File: config.mk
export PLATFORM = sky130hd
export DESIGN_NAME = platform_interrupt_controller
export DESIGN_NICKNAME = d
export VERILOG_FILES = /design/src/design/pic_pkg.sv /design/src/design/platform_interrupt_controller.sv /design/src/design/pic_ctrl.sv /design/src/design/pic_datapath.sv
export SDC_FILE = /design/constraint.sdc
export NUM_CORES = 2
export LEC_CHECK = 0
export BUFFER_PORTS_ARGS = -buffer_cell sky130_fd_sc_hd__buf_2
export CAP_MARGIN = 30
export CELL_PAD_IN_SITES_DETAIL_PLACEMENT = 0
export CELL_PAD_IN_SITES_GLOBAL_PLACEMENT = 1
export CORE_UTILIZATION = 40
export CTS_CLUSTER_DIAMETER = 40
export CTS_CLUSTER_SIZE = 14
export DETAILED_ROUTE_END_ITERATION = 10
export PLACE_DENSITY = 0.79
export SYNTH_ARGS = -nofsm -noshare
export SYNTH_HDL_FRONTEND = slang
export SYNTH_SLANG_ARGS = --single-unit
File: constraint.sdc
create_clock -name i_clk -period 4.35 [get_ports i_clk]
set_input_delay 0.435 -clock i_clk [delete_from_list [all_inputs] [get_ports i_clk]]
set_output_delay 0.435 -clock i_clk [all_outputs]
set_load 0.02 [all_outputs]
File: src/design/pic_pkg.sv
// pic_pkg: shared constants, payload structs, opcodes and state encoding
// for the platform interrupt controller; no dependencies
package pic_pkg;

    localparam int SRC_COUNT    = 64;
    localparam int NUM_CONTEXTS = 4;

    localparam int ADDR_W    = 26;
    localparam int DATA_W    = 32;
    localparam int MODE_W    = 2;
    localparam int SID_W     = 6;
    localparam int PRIO_W    = 3;
    localparam int CFG_IDX_W = 2;
    localparam int NUM_CFG   = 4;

    localparam int SRC_W     = $clog2(SRC_COUNT);
    localparam int CTX_W     = (NUM_CONTEXTS > 1) ? $clog2(NUM_CONTEXTS) : 1;
    localparam int SRC_WORDS = SRC_COUNT / 32;
    localparam int WSEL_W    = (SRC_WORDS > 1) ? $clog2(SRC_WORDS) : 1;

    localparam int PRIO_LEN  = SRC_COUNT * 4;
    localparam int PEND_LEN  = SRC_COUNT / 8;
    localparam int EN_STRIDE = 'h80;
    localparam int EN_LEN    = NUM_CONTEXTS * EN_STRIDE;
    localparam int CL_STRIDE = 'h1000;
    localparam int CL_LEN    = NUM_CONTEXTS * CL_STRIDE;
    localparam int EN_SHIFT  = $clog2(EN_STRIDE);
    localparam int CL_SHIFT  = $clog2(CL_STRIDE);
    localparam int EN_USED   = SRC_COUNT / 8;

    localparam logic [CL_SHIFT-1:0] THR_OFS   = CL_SHIFT'('h0);
    localparam logic [CL_SHIFT-1:0] CLAIM_OFS = CL_SHIFT'('h4);

    localparam logic [ADDR_W-1:0] PRIO_BASE_RST  = ADDR_W'('h0);
    localparam logic [ADDR_W-1:0] PEND_BASE_RST  = ADDR_W'('h1000);
    localparam logic [ADDR_W-1:0] EN_BASE_RST    = ADDR_W'('h2000);
    localparam logic [ADDR_W-1:0] CLAIM_BASE_RST = ADDR_W'('h200000);

    typedef enum logic [MODE_W-1:0] {
        MODE_READ  = 2'd0,
        MODE_WRITE = 2'd1,
        MODE_RAISE = 2'd2,
        MODE_LOWER = 2'd3
    } t_mode;

    typedef enum logic [CFG_IDX_W-1:0] {
        CFG_PRIO_BASE  = 2'd0,
        CFG_PEND_BASE  = 2'd1,
        CFG_EN_BASE    = 2'd2,
        CFG_CLAIM_BASE = 2'd3
    } t_cfg_idx;

    typedef enum logic [3:0] {
        OP_NOP,
        OP_ERR,
        OP_PRIO_RD,
        OP_PRIO_WR,
        OP_PEND_RD,
        OP_EN_RD,
        OP_EN_WR,
        OP_THR_RD,
        OP_THR_WR,
        OP_CLAIM,
        OP_RAISE,
        OP_LOWER
    } t_op;

    typedef enum logic [3:0] {
        ST_IDLE,
        ST_DECODE,
        ST_EXEC,
        ST_FINISH,
        ST_SCAN_FIND,
        ST_CLAIM,
        ST_SCAN_LOWER,
        ST_DROP,
        ST_DONE
    } t_state;

    typedef struct packed {
        logic [MODE_W-1:0] mode;
        logic [ADDR_W-1:0] address;
        logic [DATA_W-1:0] write_data;
        logic [SID_W-1:0]  source_id;
    } t_in_item;

    typedef struct packed {
        logic [DATA_W-1:0]       read_data;
        logic                    access_error;
        logic [NUM_CONTEXTS-1:0] irq_lines;
    } t_out_item;

    typedef struct packed {
        logic load;
        logic decode;
        logic exec;
        logic finish;
        logic scan_start;
        logic claim_take;
        logic lines_drop;
        logic out_load;
    } t_dp_cmd;

    typedef struct packed {
        t_op  op;
        logic scan_done;
        logic first_found;
    } t_dp_status;

endpackage

File: src/design/platform_interrupt_controller.sv
// platform_interrupt_controller: top level joining sequencer and datapath
// request flow: load, decode and execute, then a finish step for priority read and
// raise, a source scan for lower and claim (a claim that finds a source scans a
// second time to drop lines), then the result is loaded; scans read one source a cycle
// a new request is taken only when idle, after the last result was loaded, longer while a result waits
// reset: synchronous, clears all state at once, no clearing pass
module platform_interrupt_controller (
    input  logic                          i_clk,
    input  logic                          i_rst_n,
    input  logic                          i_in_valid,
    output logic                          o_in_ready,
    input  pic_pkg::t_in_item             i_in,
    output logic                          o_out_valid,
    input  logic                          i_out_ready,
    output pic_pkg::t_out_item            o_out,
    input  logic                          i_cfg_valid,
    output logic                          o_cfg_ready,
    input  logic [pic_pkg::CFG_IDX_W-1:0] i_cfg_index,
    input  logic [pic_pkg::ADDR_W-1:0]    i_cfg_data
);
    import pic_pkg::*;

    t_dp_cmd    cmd;
    t_dp_status status;

    assign o_cfg_ready = 1'b1;

    pic_ctrl u_ctrl (
        .i_clk       (i_clk),
        .i_rst_n     (i_rst_n),
        .i_in_valid  (i_in_valid),
        .o_in_ready  (o_in_ready),
        .o_out_valid (o_out_valid),
        .i_out_ready (i_out_ready),
        .i_status    (status),
        .o_cmd       (cmd)
    );

    pic_datapath u_datapath (
        .i_clk       (i_clk),
        .i_rst_n     (i_rst_n),
        .i_cmd       (cmd),
        .o_status    (status),
        .i_in        (i_in),
        .o_out       (o_out),
        .i_cfg_we    (i_cfg_valid),
        .i_cfg_index (i_cfg_index),
        .i_cfg_data  (i_cfg_data)
    );

endmodule

File: src/design/pic_ctrl.sv
// pic_ctrl: sequencer for request decode, execute, source scans and
// result hand-off; depends on pic_pkg
module pic_ctrl (
    input  logic                i_clk,
    input  logic                i_rst_n,
    input  logic                i_in_valid,
    output logic                o_in_ready,
    output logic                o_out_valid,
    input  logic                i_out_ready,
    input  pic_pkg::t_dp_status i_status,
    output pic_pkg::t_dp_cmd    o_cmd
);
    import pic_pkg::*;

    t_state r_state;
    t_state n_state;
    logic   r_out_valid;

    always_ff @(posedge i_clk) begin
        if (!i_rst_n) begin
            r_state     <= ST_IDLE;
            r_out_valid <= 1'b0;
        end else begin
            r_state <= n_state;
            if (o_cmd.out_load) begin
                r_out_valid <= 1'b1;
            end else if (i_out_ready) begin
                r_out_valid <= 1'b0;
            end
        end
    end

    always_comb begin
        n_state    = r_state;
        o_cmd      = '0;
        o_in_ready = 1'b0;
        unique case (r_state)
            ST_IDLE: begin
                o_in_ready = 1'b1;
                if (i_in_valid) begin
                    o_cmd.load = 1'b1;
                    n_state    = ST_DECODE;
                end
            end
            ST_DECODE: begin
                o_cmd.decode = 1'b1;
                n_state      = ST_EXEC;
            end
            ST_EXEC: begin
                o_cmd.exec = 1'b1;
                case (i_status.op) inside
                    OP_PRIO_RD, OP_RAISE: n_state = ST_FINISH;
                    OP_LOWER: begin
                        o_cmd.scan_start = 1'b1;
                        n_state          = ST_SCAN_LOWER;
                    end
                    OP_CLAIM: begin
                        o_cmd.scan_start = 1'b1;
                        n_state          = ST_SCAN_FIND;
                    end
                    default: n_state = ST_DONE;
                endcase
            end
            ST_FINISH: begin
                o_cmd.finish = 1'b1;
                n_state      = ST_DONE;
            end
            ST_SCAN_FIND: begin
                if (i_status.scan_done) begin
                    n_state = ST_CLAIM;
                end
            end
            ST_CLAIM: begin
                o_cmd.claim_take = 1'b1;
                if (i_status.first_found) begin
                    o_cmd.scan_start = 1'b1;
                    n_state          = ST_SCAN_LOWER;
                end else begin
                    n_state = ST_DONE;
                end
            end
            ST_SCAN_LOWER: begin
                if (i_status.scan_done) begin
                    n_state = ST_DROP;
                end
            end
            ST_DROP: begin
                o_cmd.lines_drop = 1'b1;
                n_state          = ST_DONE;
            end
            ST_DONE: begin
                if (!r_out_valid || i_out_ready) begin
                    o_cmd.out_load = 1'b1;
                    n_state        = ST_IDLE;
                end
            end
            default: n_state = ST_IDLE;
        endcase
    end

    assign o_out_valid = r_out_valid;

endmodule

File: src/design/pic_datapath.sv
// pic_datapath: region bases, address decode, priority memory, pending,
// enable and threshold state, source scan and result registers; uses pic_pkg
module pic_datapath (
    input  logic                          i_clk,
    input  logic                          i_rst_n,
    input  pic_pkg::t_dp_cmd              i_cmd,
    output pic_pkg::t_dp_status           o_status,
    input  pic_pkg::t_in_item             i_in,
    output pic_pkg::t_out_item            o_out,
    input  logic                          i_cfg_we,
    input  logic [pic_pkg::CFG_IDX_W-1:0] i_cfg_index,
    input  logic [pic_pkg::ADDR_W-1:0]    i_cfg_data
);
    import pic_pkg::*;

    // configuration
    logic [NUM_CFG-1:0][ADDR_W-1:0] r_base;

    // architectural state
    logic [PRIO_W-1:0]                         r_prio_mem [SRC_COUNT];
    logic [SRC_COUNT-1:0]                      r_prio_vld;
    logic [SRC_COUNT-1:0]                      r_pend;
    logic [NUM_CONTEXTS-1:0][SRC_COUNT-1:0]    r_en;
    logic [NUM_CONTEXTS-1:0][PRIO_W-1:0]       r_thr;
    logic [NUM_CONTEXTS-1:0]                   r_lines;

    // request and decode
    t_in_item          r_req;
    t_op               r_op;
    t_op               n_op;
    logic [SRC_W-1:0]  r_src;
    logic [SRC_W-1:0]  n_src;
    logic [CTX_W-1:0]  r_ctx;
    logic [CTX_W-1:0]  n_ctx;
    logic [WSEL_W-1:0] r_wsel;
    logic [WSEL_W-1:0] n_wsel;

    // result
    logic [DATA_W-1:0] r_rdata;
    logic              r_err;
    t_out_item         r_out;

    // priority read port
    logic [SRC_W-1:0]  rd_addr;
    logic [PRIO_W-1:0] r_mem_q;
    logic              r_vld_q;
    logic [PRIO_W-1:0] prio_q;
    logic              prio_we;

    // scan
    logic                    r_scan_run;
    logic [SRC_W-1:0]        r_scan_idx;
    logic                    r_chk;
    logic                    r_chk_last;
    logic [SRC_W-1:0]        r_chk_idx;
    logic [NUM_CONTEXTS-1:0] r_found;
    logic [SRC_W-1:0]        r_first;
    logic                    r_first_found;
    logic [NUM_CONTEXTS-1:0] elig;

    // decode terms
    logic [ADDR_W:0]   d_prio;
    logic [ADDR_W:0]   d_pend;
    logic [ADDR_W:0]   d_en;
    logic [ADDR_W:0]   d_cl;
    logic              hit_prio;
    logic              hit_pend;
    logic              hit_en;
    logic              hit_cl;
    logic              is_wr;
    logic              ev_ok;
    logic [ADDR_W-1:0] a;

    always_ff @(posedge i_clk) begin
        if (!i_rst_n) begin
            r_base[CFG_PRIO_BASE]  <= PRIO_BASE_RST;
            r_base[CFG_PEND_BASE]  <= PEND_BASE_RST;
            r_base[CFG_EN_BASE]    <= EN_BASE_RST;
            r_base[CFG_CLAIM_BASE] <= CLAIM_BASE_RST;
        end else if (i_cfg_we) begin
            unique case (t_cfg_idx'(i_cfg_index))
                CFG_PRIO_BASE:  r_base[CFG_PRIO_BASE]  <= i_cfg_data;
                CFG_PEND_BASE:  r_base[CFG_PEND_BASE]  <= i_cfg_data;
                CFG_EN_BASE:    r_base[CFG_EN_BASE]    <= i_cfg_data;
                CFG_CLAIM_BASE: r_base[CFG_CLAIM_BASE] <= i_cfg_data;
                default: ;
            endcase
        end
    end

    // address decode
    assign a     = r_req.address;
    assign is_wr = (r_req.mode == MODE_WRITE);
    assign ev_ok = (r_req.source_id != '0) && (32'(r_req.source_id) < SRC_COUNT);

    assign d_prio = {1'b0, a} - {1'b0, r_base[CFG_PRIO_BASE]};
    assign d_pend = {1'b0, a} - {1'b0, r_base[CFG_PEND_BASE]};
    assign d_en   = {1'b0, a} - {1'b0, r_base[CFG_EN_BASE]};
    assign d_cl   = {1'b0, a} - {1'b0, r_base[CFG_CLAIM_BASE]};

    assign hit_prio = !d_prio[ADDR_W] && (d_prio[ADDR_W-1:0] < ADDR_W'(PRIO_LEN));
    assign hit_pend = !d_pend[ADDR_W] && (d_pend[ADDR_W-1:0] < ADDR_W'(PEND_LEN));
    assign hit_en   = !d_en[ADDR_W]   && (d_en[ADDR_W-1:0]   < ADDR_W'(EN_LEN));
    assign hit_cl   = !d_cl[ADDR_W]   && (d_cl[ADDR_W-1:0]   < ADDR_W'(CL_LEN));

    always_comb begin
        n_op   = OP_ERR;
        n_src  = SRC_W'(d_prio[ADDR_W-1:2]);
        n_ctx  = CTX_W'(d_en[ADDR_W-1:EN_SHIFT]);
        n_wsel = WSEL_W'(a[EN_SHIFT-1:2]);
        case (r_req.mode) inside
            MODE_RAISE, MODE_LOWER: begin
                n_src = SRC_W'(r_req.source_id);
                if (!ev_ok) begin
                    n_op = OP_NOP;
                end else if (r_req.mode == MODE_RAISE) begin
                    n_op = OP_RAISE;
                end else begin
                    n_op = OP_LOWER;
                end
            end
            default: begin
                if (a[1:0] != 2'b00) begin
                    n_op = OP_ERR;
                end else if (hit_prio) begin
                    n_op = is_wr ? OP_PRIO_WR : OP_PRIO_RD;
                end else if (hit_pend) begin
                    n_wsel = WSEL_W'(d_pend[ADDR_W-1:2]);
                    n_op   = is_wr ? OP_ERR : OP_PEND_RD;
                end else if (hit_en) begin
                    if (32'(a[EN_SHIFT-1:0]) >= EN_USED) begin
                        n_op = OP_ERR;
                    end else begin
                        n_op = is_wr ? OP_EN_WR : OP_EN_RD;
                    end
                end else if (hit_cl) begin
                    n_ctx = CTX_W'(d_cl[ADDR_W-1:CL_SHIFT]);
                    if (a[CL_SHIFT-1:0] == THR_OFS) begin
                        n_op = is_wr ? OP_THR_WR : OP_THR_RD;
                    end else if (a[CL_SHIFT-1:0] == CLAIM_OFS) begin
                        n_op = is_wr ? OP_ERR : OP_CLAIM;
                    end else begin
                        n_op = OP_ERR;
                    end
                end else begin
                    n_op = OP_ERR;
                end
            end
        endcase
    end

    // priority memory, one read port shared by requests and scans
    assign rd_addr = r_scan_run ? r_scan_idx : r_src;
    assign prio_we = i_cmd.exec && (r_op == OP_PRIO_WR);
    assign prio_q  = r_vld_q ? r_mem_q : '0;

    always_ff @(posedge i_clk) begin
        if (prio_we) begin
            r_prio_mem[r_src] <= r_req.write_data[PRIO_W-1:0];
        end
        r_mem_q <= r_prio_mem[rd_addr];
        r_vld_q <= r_prio_vld[rd_addr];
    end

    // eligibility of the source under check
    always_comb begin
        for (int c = 0; c < NUM_CONTEXTS; c++) begin
            elig[c] = r_pend[r_chk_idx] && r_en[c][r_chk_idx] && (prio_q >= r_thr[c]);
        end
    end

    // scan sequencing and architectural state
    always_ff @(posedge i_clk) begin
        if (!i_rst_n) begin
            r_prio_vld <= '0;
            r_pend     <= '0;
            r_en       <= '0;
            r_thr      <= '0;
            r_lines    <= '0;
            r_scan_run <= 1'b0;
            r_chk      <= 1'b0;
        end else begin
            if (i_cmd.scan_start) begin
                r_scan_run <= 1'b1;
                r_chk      <= 1'b0;
            end else if (r_scan_run) begin
                r_chk <= 1'b1;
                if (r_scan_idx == SRC_W'(SRC_COUNT - 1)) begin
                    r_scan_run <= 1'b0;
                end
            end else begin
                r_chk <= 1'b0;
            end

            if (prio_we) begin
                r_prio_vld[r_src] <= 1'b1;
            end
            if (i_cmd.exec) begin
                case (r_op)
                    OP_EN_WR:  r_en[r_ctx][r_wsel*32 +: 32] <= r_req.write_data;
                    OP_THR_WR: r_thr[r_ctx] <= r_req.write_data[PRIO_W-1:0];
                    OP_LOWER:  r_pend[r_src] <= 1'b0;
                    default: ;
                endcase
            end
            if (i_cmd.finish && (r_op == OP_RAISE)) begin
                r_pend[r_src] <= 1'b1;
                for (int c = 0; c < NUM_CONTEXTS; c++) begin
                    if (r_en[c][r_src] && (prio_q >= r_thr[c])) begin
                        r_lines[c] <= 1'b1;
                    end
                end
            end
            if (i_cmd.claim_take && r_first_found) begin
                r_pend[r_first] <= 1'b0;
            end
            if (i_cmd.lines_drop) begin
                r_lines <= r_lines & r_found;
            end
        end
    end

    // request, decode, scan results and output payload
    always_ff @(posedge i_clk) begin
        if (i_cmd.load) begin
            r_req   <= i_in;
            r_rdata <= '0;
            r_err   <= 1'b0;
        end
        if (i_cmd.decode) begin
            r_op   <= n_op;
            r_src  <= n_src;
            r_ctx  <= n_ctx;
            r_wsel <= n_wsel;
        end
        if (i_cmd.exec) begin
            case (r_op)
                OP_ERR:     r_err   <= 1'b1;
                OP_PEND_RD: r_rdata <= r_pend[r_wsel*32 +: 32];
                OP_EN_RD:   r_rdata <= r_en[r_ctx][r_wsel*32 +: 32];
                OP_THR_RD:  r_rdata <= DATA_W'(r_thr[r_ctx]);
                default: ;
            endcase
        end
        if (i_cmd.finish && (r_op == OP_PRIO_RD)) begin
            r_rdata <= DATA_W'(prio_q);
        end
        if (i_cmd.claim_take) begin
            r_rdata <= r_first_found ? DATA_W'(r_first) : '0;
        end

        if (i_cmd.scan_start) begin
            r_scan_idx    <= '0;
            r_found       <= '0;
            r_first_found <= 1'b0;
        end else begin
            if (r_scan_run) begin
                r_scan_idx <= r_scan_idx + 1'b1;
                r_chk_idx  <= r_scan_idx;
                r_chk_last <= (r_scan_idx == SRC_W'(SRC_COUNT - 1));
            end
            if (r_chk) begin
                r_found <= r_found | elig;
                if (elig[r_ctx] && !r_first_found) begin
                    r_first       <= r_chk_idx;
                    r_first_found <= 1'b1;
                end
            end
        end

        if (i_cmd.out_load) begin
            r_out.read_data    <= r_rdata;
            r_out.access_error <= r_err;
            r_out.irq_lines    <= r_lines;
        end
    end

    assign o_status.op          = r_op;
    assign o_status.scan_done   = r_chk && r_chk_last;
    assign o_status.first_found = r_first_found;
    assign o_out                = r_out;

endmodule

==> flow_summary.yaml <==
clocking:
  htree_levels: 4
  clockBufferDepth: 3
  root_buffer: "clkbuf_16"
  clkTransAtPathRegs_ns: 0.05
  clk_latency_ns: 0.75
  cts.sinks: 880
  tritoncts: "yes"
  cts_setup_buffers: 0
  cts_buffers: 131
die:
  core_um2: 115000
  pin_count: 139
  dieArea_um2: 118100
  fp.dieW_um: 343.6
  start_util_pct: 40.60
  rows: 124
  die_h_um: 343.6
global_route:
  grtUsageMet1_pct: 40.88
  grtUsageMet3_pct: 6.151
  track_usage_pct: 26.96
  busiest_layer: "met1"
  grt_first_pass_wirelength_um: 239300
  grt_pass1_vias: 36215
  grt_overflow: 0
  grt_max_degree: 141
  antenna_found_initial: 11
  use_met2_pct: 38.07
power:
  p_total_mw: 23.10
  ir_worst_vdd_uv: 285.4
  power.leakage_nw: 17.91
  powerDensity_nw_per_um2: 425.4
cells_and_area:
  fin_cells: 6388
  nets: 4974
  mostFrequentLayoutCells: "nand2_1 (943), dfxtp_1 (559), a21boi_0 (369)"
  drive_gt1_share_pct: 16.71
  final_common_cell: "nand2_1"
  area_growth_pct: 16.32
  design_area_um2: 54300
worst_hold_path:
  hold_start: "i_cfg_data[21]"
  worstHoldEndpoint: "u_datapath.r_base[47]"
  holdPathStages: 3
  holdCritPathClass: "in -> reg"
placed_design:
  portBuffers: 137
  place_inst: 6054
  placed_cell_area_um2: 48890
  dp_hpwl_um: 114100
  place_congestion: 0.9760
sta:
  rsz0062_at_grt: "false"
  tns_ns: 0
  relSlewSlack_pct: 29.46
  tightest_slew_ns: 1.058
  setup_violations: 0
  period_share_pct: 96.08
  finalMaxSlewViolations: 0
  hold_violations: 0
  period_needed_ns: 4.179
  fin_skew_ns: 0.04716
  clock.fmax_ghz: 0.2393
logic_synthesis:
  synthesis.area_um2: 46680
  avgSynthCellArea_um2: 9.970
  synth_enable_flop_cells: 321
  syn_inst: 4682
  syn-num-nets: 4894
  synth_ff_type: "dfxtp_1"
  ys_async_sr_fraction_pct: 0
  synth_cell_types: 98
  ys_ff_latch: 880
  synth_warnings: 0
  yosysSeqAreaShare_pct: 44.63
flow_run:
  cap_violations: 0
critical_path:
  path_class: "reg -> reg"
  worstSetupStartpointType: "register"
  crit-reg2reg-launch: "u_datapath.a[2]"
  r2r_setup_slack_ns: 0.17
  arrival_ns: 4.66
  critPathRequiredTime_ns: 4.83
  cp_max_fo: 6
  reg2reg_to: "u_datapath.r_wsel"
  end_kind: "register"
  rr_worst_depth: 11
detailed_routing:
  wirelength_um: 161300
  drt_iter0_drc: 5335
  dr.pass1.iters: 6
  drc_errors: 0
  ant_nets: 0
  routedWlPerCell_um: 25.25
  num_vias: 39122
  vias_per_cell: 6.124
run_status:
  status: "finished, final reports clean"
## flip-flops by register name, summed over array words and instances, names as in the netlist, 2 cells and up
| register | flops |
|---|---|
| u_datapath.r_lines | 4 |
| u_datapath.r_scan_idx | 6 |
| u_datapath.r_req | 40 |
| u_datapath.r_prio_vld | 64 |
| u_datapath.a | 26 |
| u_datapath.r_pend | 64 |
| u_ctrl.r_state | 4 |
| u_datapath.r_mem_q | 3 |
| u_datapath.r_rdata | 32 |
| u_datapath.r_base | 104 |
| u_datapath.o_out | 37 |
| u_datapath.r_thr | 12 |
| u_datapath.r_src | 6 |
| u_datapath.r_op | 4 |
| u_datapath.r_first | 6 |
| u_datapath.r_prio_mem | 192 |
| u_datapath.r_ctx | 2 |
| u_datapath.r_chk_idx | 6 |
| u_datapath.r_found | 4 |
| u_datapath.r_en | 256 |
## synth_stat cells (8+ instances only)
library cell / instances / area, um^2
clkbuf_1: 286 / 1074
o2111ai_1: 12 / 105.1
and3_1: 18 / 112.6
mux2_2: 12 / 135.1
nor2b_1: 28 / 175.2
a311oi_1: 17 / 148.9
o21a_1: 89 / 668.1
edfxtp_1: 321 / 9639
a21o_1: 36 / 270.3
nand3b_1: 11 / 82.58
and4_1: 8 / 70.07
o31ai_1: 11 / 82.58
o21bai_1: 10 / 75.07
buf_1: 36 / 135.1
a21boi_0: 369 / 2770
or3_1: 14 / 87.58
xnor2_1: 20 / 175.2
a31oi_1: 16 / 100.1
nor3_1: 33 / 165.2
o21ai_0: 211 / 1056
nand2b_1: 24 / 150.1
clkbuf_2: 30 / 150.1
nand2_1: 943 / 3540
buf_2: 19 / 95.09
a22oi_1: 177 / 1329
o211ai_1: 21 / 157.7
mux2i_1: 32 / 320.3
and2_1: 30 / 187.7
nand3_1: 112 / 560.5
dfxtp_1: 559 / 11190
inv_1: 138 / 518.0
a211oi_1: 33 / 247.7
a21oi_1: 175 / 875.8
xor2_1: 12 / 105.1
nor3b_1: 11 / 82.58
mux4_2: 265 / 5968
ha_1: 113 / 1414
nor4_1: 13 / 81.33
nand4_1: 66 / 412.9
nor2_1: 207 / 777.0
## layer usage
metal,part of all wire [%],wire length [um]
met1,45,72630
met2,42,67620
met4,2.5,3955
met5,0.042,68
met3,11,17010
## critical path: stages (launching register included)
cell       delay, ns
edfxtp_1        0.47
ha_1            0.40
a21o_1          0.21
a31oi_1         0.43
o21ai_0         0.39
a21o_1          0.26
a222oi_1        0.39
o2111ai_1       0.26
or4_4           0.63
nand2_1         0.13
nor2_2          0.06
mux2_4          0.29
## report_power, final
part	switching (mW)	internal (mW)	leakage (nW)
registers	0.290	8.75	7.42
logic	2.08	1.19	8.30
clock network	4.37	6.42	2.19
## cell type report
cell class              instances  area (um^2)
inverters                     138        519.2
multi-input cells            3290        24040
repair buffers                321         2475
flip-flops and latches        880        20830
well taps                    1512         1892
clock buffers                 158         3567
diodes                          4        10.01
fillers                     10455        60670
clock inverters                85        960.9
## worst max path at each step
| stage | start | end | slack [ns] | cells after the start |
|---|---|---|---|---|
| 5_1_grt | u_datapath.a[6] | u_datapath.r_op[3] | 0.002 | 12 |
| 2_1_floorplan | u_ctrl.r_state[1] | u_datapath.r_rdata[21] | 0.54 | 9 |
| 3_5_place_dp | u_datapath.a[2] | u_datapath.r_wsel | 0.25 | 11 |
| 6_report | u_datapath.a[2] | u_datapath.r_wsel | 0.17 | 11 |
| 3_3_place_gp | u_datapath.a[2] | u_datapath.r_wsel | 0.25 | 11 |
| 4_1_cts | u_datapath.a[2] | u_datapath.r_wsel | 0.23 | 11 |
## metrics by stage
step	hold slack [ns]	setup WS, ns	utilization, %
after CTS	0.01355	0.2310	47.22
after global routing	0.03079	0.001686	47.22
after detailed placement	0.4192	0.2509	42.52
after floorplan	0.4019	0.5430	-
after global placement	0.4125	0.2472	42.42
final	0.04017	0.1707	47.23
## cell families after synthesis
group,synth area share [%]
simple gates,14.73
compound gates,18.94
flops,44.63
buf+inv,4.273
mux,13.79
fa+ha+maj,3.029
xor+xnor,0.6004
other cells,0.008034
## timing repair
item | CTS | global route
hold buffers | 87 | 0
endpoints found under the hold margin | 131 | 0
resized for setup | 0 | 0
No activity file was read; power rests on OpenSTA's default activity.
